**src/sv/amrd_pkg.sv**
```systemverilog
// Package for the actuator mixer: field widths, register indexes and mode flag positions.
// Depends on nothing; used by the interfaces and every module of the mixer.
`timescale 1ns / 1ps
package amrd_pkg;
    localparam int Chans = 8;
    localparam int CmdW = 16;
    localparam int CfgW = 64;
    localparam int CfgIdxW = 3;

    localparam logic [CfgIdxW-1:0] REG_MODE    = 3'd0;
    localparam logic [CfgIdxW-1:0] REG_DAMP    = 3'd1;
    localparam logic [CfgIdxW-1:0] REG_TRIM    = 3'd2;
    localparam logic [CfgIdxW-1:0] REG_SURFACE = 3'd3;
    localparam logic [CfgIdxW-1:0] REG_VTAIL   = 3'd4;

    localparam int F_DROLL = 0;
    localparam int F_DPITCH = 1;
    localparam int F_DYAW = 2;
    localparam int F_TUNE = 3;
    localparam int F_AC = 4;
    localparam int F_TT = 5;
    localparam int F_FT = 6;
    localparam int F_ELEVON = 7;
    localparam int F_FLAPERON = 8;
    localparam int F_VTAIL = 9;

    typedef struct packed {
        logic signed [15:0] power_cmd;
        logic signed [15:0] roll_cmd;
        logic signed [15:0] pitch_cmd;
        logic signed [15:0] yaw_cmd;
        logic signed [15:0] flaps_cmd;
        logic signed [15:0] gear_cmd;
        logic signed [15:0] aux1_cmd;
        logic signed [15:0] aux2_cmd;
        logic [47:0]        body_rates;
        logic signed [15:0] tune_knob;
        logic               throttle_armed;
    } t_in_item;

    typedef struct packed {
        logic signed [15:0] out_channel_0;
        logic signed [15:0] out_channel_1;
        logic signed [15:0] out_channel_2;
        logic signed [15:0] out_channel_3;
        logic signed [15:0] out_channel_4;
        logic signed [15:0] out_channel_5;
        logic signed [15:0] out_channel_6;
        logic signed [15:0] out_channel_7;
    } t_out_item;

    // Matrix entries are Q3.12 but may be a negated -32768, so 17 bits.
    typedef logic signed [16:0] t_coef;
    typedef t_coef [Chans-1:0][Chans-1:0] t_matrix;
    // Damped commands: 16-bit command plus up to about 2^23 of damping.
    typedef logic signed [27:0] t_dcmd;
    typedef t_dcmd [Chans-1:0] t_vec;

    typedef struct packed {
        logic [9:0]  mode_flags;
        logic [47:0] damping_gains;
        logic [47:0] trim_gains;
        logic [63:0] surface_gains;
        logic [31:0] vtail_gains;
    } t_cfg;
endpackage

```
**src/sv/amrd_matrix.sv**
```systemverilog
// Builds the registered mixing matrix from the mode flags and gain registers.
// Depends on amrd_pkg.
`timescale 1ns / 1ps
module amrd_matrix (
    input  logic              i_clk,
    input  amrd_pkg::t_cfg    i_cfg,
    output amrd_pkg::t_matrix o_matrix
);
    import amrd_pkg::*;

    t_matrix n_m;
    t_matrix r_m;

    function automatic t_coef gx(input logic [15:0] g);
        gx = t_coef'(signed'(g));
    endfunction

    always_comb begin
        logic vt;
        logic [9:0] f;
        f = i_cfg.mode_flags;
        vt = f[F_VTAIL] && !f[F_ELEVON];
        for (int i = 0; i < Chans; i++) begin
            for (int j = 0; j < Chans; j++) begin
                n_m[i][j] = (i == j) ? t_coef'(4096) : t_coef'(0);
            end
        end
        if (f[F_AC]) begin
            n_m[3][1] = gx(i_cfg.trim_gains[15:0]);
            if (vt) n_m[2][1] = -gx(i_cfg.trim_gains[15:0]);
        end
        if (f[F_TT]) n_m[2][0] = gx(i_cfg.trim_gains[31:16]);
        if (f[F_FT]) begin
            n_m[2][4] = gx(i_cfg.trim_gains[47:32]);
            if (vt) n_m[3][4] = gx(i_cfg.trim_gains[47:32]);
        end
        if (f[F_ELEVON]) begin
            n_m[1][1] = gx(i_cfg.surface_gains[15:0]);
            n_m[1][2] = gx(i_cfg.surface_gains[31:16]);
            n_m[2][1] = gx(i_cfg.surface_gains[15:0]);
            n_m[2][2] = -gx(i_cfg.surface_gains[31:16]);
        end else if (f[F_FLAPERON]) begin
            n_m[1][1] = gx(i_cfg.surface_gains[47:32]);
            n_m[1][4] = gx(i_cfg.surface_gains[63:48]);
            n_m[4][1] = -gx(i_cfg.surface_gains[47:32]);
            n_m[4][4] = gx(i_cfg.surface_gains[63:48]);
        end
        if (vt) begin
            n_m[2][2] = gx(i_cfg.vtail_gains[15:0]);
            n_m[2][3] = gx(i_cfg.vtail_gains[31:16]);
            n_m[3][2] = gx(i_cfg.vtail_gains[15:0]);
            n_m[3][3] = -gx(i_cfg.vtail_gains[31:16]);
        end
    end

    always_ff @(posedge i_clk) begin
        r_m <= n_m;
    end

    assign o_matrix = r_m;
endmodule

```
**config.mk**
```make
export PLATFORM = sky130hd
export DESIGN_NAME = amrd_matrix
export DESIGN_NICKNAME = d
export VERILOG_FILES = /design/src/sv/amrd_pkg.sv /design/src/sv/amrd_matrix.sv
export SDC_FILE = /design/constraint.sdc
export NUM_CORES = 1
export LEC_CHECK = 0
export BUFFER_PORTS_ARGS = -buffer_cell sky130_fd_sc_hd__buf_2
export CAP_MARGIN = 20
export CORE_AREA = 5 5 503 505
export CTS_CLUSTER_DIAMETER = 30
export DETAILED_ROUTE_END_ITERATION = 10
export DIE_AREA = 0 0 508 510
export HOLD_SLACK_MARGIN = 0.02
export PLACE_DENSITY = 0.31
export SLEW_MARGIN = 10
export SYNTH_ARGS = -nofsm -noshare
export SYNTH_HDL_FRONTEND = slang
export SYNTH_SLANG_ARGS = --single-unit
```
**constraint.sdc**
```tcl
create_clock -name i_clk -period 1.6 [get_ports i_clk]
set_input_delay 0.24 -clock i_clk [delete_from_list [all_inputs] [get_ports i_clk]]
set_output_delay 0.24 -clock i_clk [all_outputs]
set_load 0.05 [all_outputs]
```
# After elaboration in Yosys (flattened, before gate mapping)
# Index checks and enable logic that the tools add are counted.
# classes
n_addsub	4
mux	6
bitwise_logic	1
n_reduce_logical	4
# op_table
operator	n
$mux 17	5
$neg 16->17	4
$mux 34	1
$reduce_and 2->1	1
$reduce_or 2->1	1
$logic_and 1x1->1	1
$logic_not 1->1	1
$not 1->1	1
# word_totals
regBits	229
word_cells	29

# Logic depth before layout (Yosys ltp)
# logic_depth
depth_word	6
depth_mapped	7
depth_no_buf	6

# Least setup slack after synthesis
# No wires, ideal clock.
# synth_timing
kind	input to register
startpoint	in i_cfg[96] (netlist bit)
endpoint	reg r_m, in the netlist o_matrix[297]
setup_time_ps	129
arrival_time_ps	1551
t_required_ps	1471
path_slack_ps	-80
path_stages	6
path_cell_list	inv_1 ha_1 or4b_2 nor4_1 xor2_1 o21ai_0
# synth_lines
element	line_no	text
from (decl)	amrd_matrix.sv:6	input amrd_pkg::t_cfg i_cfg,
to (signal assigned)	amrd_matrix.sv:57	r_m <= n_m;
to (decl)	amrd_matrix.sv:12	t_matrix r_m;

==> impl_metrics.py <==
metrics = {
    "routing": {
        "wl_met3_mm": 6.114,
        "via_per_inst": 1.700,
        "drc": 0,
        "firstDrtPassIters": 4,
        "route.vias.total": 9355,
        "topRoutingLayerUsed": "met5",
        "drtAntennaViolNets": 0,
        "wl_per_cell_um": 9.841,
        "met2WireLength_mm": 29.24,
        "drtIter0Drc": 195,
        "drt-met1-wl_mm": 16.54,
        "wl_mm": 54.17,
    },
    "placed_design": {
        "portBuffers": 388,
        "dp_hpwl_mm": 47.30,
        "place_inst": 5272,
        "placed_area_um2": 16830,
        "place_congestion": 0.7633,
    },
    "cells_and_area": {
        "largest_reg_flops": 212,
        "layout.cells.non_filler": 5504,
        "fin_nets": 2340,
        "nFillCells": 29170,
        "area_growth_syn_to_layout_pct": 49.19,
        "drive_gt1_share_pct": 27.54,
        "final_area_um2": 20040,
    },
    "synthesis": {
        "synthSimpleGateAreaFrac_pct": 12.03,
        "synth_enable_flop_cells": 0,
        "synth.top_cell.area_share_pct": 48.96,
        "synth_xor_area_share_pct": 2.413,
        "synthArstFlopShare_pct": 0,
        "synth_area_um2": 13430,
        "muxShareOfSynthArea_pct": 0.3074,
        "postSynthAreaPerCell_um2": 8.848,
        "synth_top_family_by_area": "buffers and inverters",
        "synth_warnings": 0,
        "synth_ff_type": "dfxtp_1",
        "synth-compound-area-share_pct": 3.111,
        "ys_seq_area_share_pct": 31.60,
        "ys_types": 49,
        "synth_cells": 1518,
        "yosys.area.top_type": "buf_4",
        "synth_area_leaders": "buf_4, dfxtp_1, and2_1",
        "synthAdderAreaFrac_pct": 0.3726,
        "ys_ff_latch": 212,
    },
    "timing": {
        "fmax_mhz": 629.9,
        "min_period_over_period_pct": 99.22,
        "period_needed_ns": 1.588,
        "holdWs_ns": 0.06888,
        "finalHoldViolCount": 0,
        "slew_violations": 0,
        "setup_viol": 0,
    },
    "worst_setup_path": {
        "path_max_fanout": 5,
        "critPathLaunchType": "primary input",
        "worstPathArrival_ns": 2.05,
        "critPathCaptureType": "flop",
        "worst_path_largest_cell_delay_ns": 0.55,
        "cp_slowest_cell": "or4b_4",
        "critical_path_class": "in2reg",
        "crit_chain": "buf_2, dlygate4sd3_1, buf_4, or4b_4, nor3_2, xor2_1, o21ai_1",
        "critical_path_required_ns": 2.06,
    },
    "clock_network": {
        "tritoncts": "built",
        "cts.path.max_buffers": 3,
        "cts_root_buffer": "clkbuf_16",
        "path_clk_slew_ns": 0.04,
        "htree_levels": 2,
        "numCtsBuffers": 47,
        "cts.sinks": 212,
    },
    "global_routing": {
        "grt_antenna_before_repair": 10,
        "overflow": 0,
        "grt_pass1_wl_mm": 68.51,
        "grt_max_degree": 29,
        "grt_util_all_layers_pct": 3.709,
        "grt_pass1_vias": 9415,
    },
    "job": {
        "drv_cap": 0,
    },
    "floorplanning": {
        "die_w_um": 508,
        "io_pins": 1291,
        "die_h_um": 510,
        "start_util_pct": 5.422,
        "rows": 183,
        "core-area_um2": 247700,
        "die-area_um2": 259100,
    },
    "hold_path": {
        "hold_class": "in2reg",
    },
    "power_and_ir_drop": {
        "p_sw_mw": 9.978,
        "power_density_nw_per_um2": 1133,
        "switching_share_pct": 43.94,
        "p_comb_share_pct": 31.9,
        "vdd_drop_max_uv": 692.1,
        "power.internal_mw": 12.73,
        "clkPwrFrac_pct": 43.1,
        "p_seq_share_pct": 25.0,
        "p_leak_nw": 9.227,
    },
    "outcome": {
        "status": "complete, no violations",
    },
}
[logic make-up (layout without fill, tap and decap cells)]
family,Yosys count,after routing
flip-flops,212,212
multiplexers,4,4
XOR/XNOR,37,37
adder cells (fa/ha/maj),4,4
buffers and inverters,915,720
AO/OA/AOI/OAI,60,60
AND/OR/NAND/NOR,284,284
other,2,853
[cell type report]
cell class / instances / area, um^2 / share of cell area [%]
Antenna cell: 3 / 7.507 / 0.03746
Clock buffer: 53 / 1219 / 6.081
Clock inverter: 34 / 387.9 / 1.936
Inverter: 13 / 48.80 / 0.2435
Multi-Input combinational cell: 1239 / 5779 / 28.84
Sequential cell: 212 / 4249 / 21.20
Tap cell: 3330 / 4167 / 20.79
Timing Repair Buffer: 620 / 4182 / 20.87
[cell usage in the layout (no fill, tap or decap), drive strengths merged, types with 12 or more instances in the layout]
master	Yosys	final
dfxtp	212	212
clkbuf	25	53
inv	13	24
conb	2	850
dlygate4sd3	0	139
xor2	19	19
o21ai	17	17
and2	128	128
nor3	12	12
nand2	40	40
xnor2	18	18
clkinv	0	15
nor4	16	16
a21o	12	12
buf	877	479
nor2	40	40
[per-layer routing]
layer  track usage, %  vias up
li1                 -     4272
met1            3.401     4194
met2            7.322      803
met3            1.163       84
met4            1.798        2
met5                0        -
[synth_stat cells, types with 4 or more instances]
cell type    n
o31ai_1      6
nor3_1      12
nand3b_1     4
inv_1       13
dfxtp_1    212
a22o_1       4
and2_1     127
xnor2_1     18
a21oi_1      4
nor4_1      12
o21ai_0     17
buf_4      876
clkbuf_1    24
nand4_1      7
nand2b_1     7
xor2_1      19
a21o_1      12
ha_1         4
nor2b_1      7
nor2_1      40
nand2_1     40
nand3_1      9
[path summary, 6_finish.rpt]
check	startpoint	endpoint	slack [ns]	cells past startpoint
setup / recovery	i_cfg[99]	o_matrix[299]	0.01	7
hold / removal	i_cfg[36]	o_matrix[293]	0.07	2
[power by group through the flow]
| stage | clock network, mW | logic [mW] | registers [mW] |
|---|---|---|---|
| 3_5_place_dp | 0 | 6.92 | 5.78 |
| 3_3_place_gp | 0 | 6.93 | 5.78 |
| 4_1_cts | 10.2 | 7.23 | 5.68 |
| 2_1_floorplan | 0 | 6.44 | 6.73 |
| 6_report | 9.79 | 7.25 | 5.67 |
| 5_1_grt | 10.5 | 7.55 | 5.69 |
[timing repair]
action | CTS | global route
cloned | 0 | 0
setup endpoints to repair | 17 | 18
hold buffers | 141 | 0
pin swaps | 0 | 8
gates resized for setup | 21 | 25
buffers inserted | 0 | 3
hold endpoints to repair | 167 | 0
[stage by stage]
step / power, mW / utilization [%] / setup WS, ns / setup TNS (ns)
2_1_floorplan: 13.17 / - / -0.04615 / -0.06707
3_3_place_gp: 12.71 / 6.794 / -0.7348 / -5.183
3_5_place_dp: 12.70 / 6.794 / -0.7298 / -5.022
4_1_cts: 23.14 / 8.033 / -0.01714 / -0.03295
5_1_grt: 23.71 / 8.088 / -0.01201 / -0.01201
6_report: 22.71 / 8.089 / 0.01247 / 0
[worst max-delay path, delay by kind of cell]
kind / cells / cell delay, ns
XOR/XNOR: 1 / 0.16
AO/OA/AOI/OAI: 1 / 0.09
AND/OR/NAND/NOR: 2 / 0.76
buffers and inverters: 3 / 0.80
No activity file was read; power rests on OpenSTA's default activity.
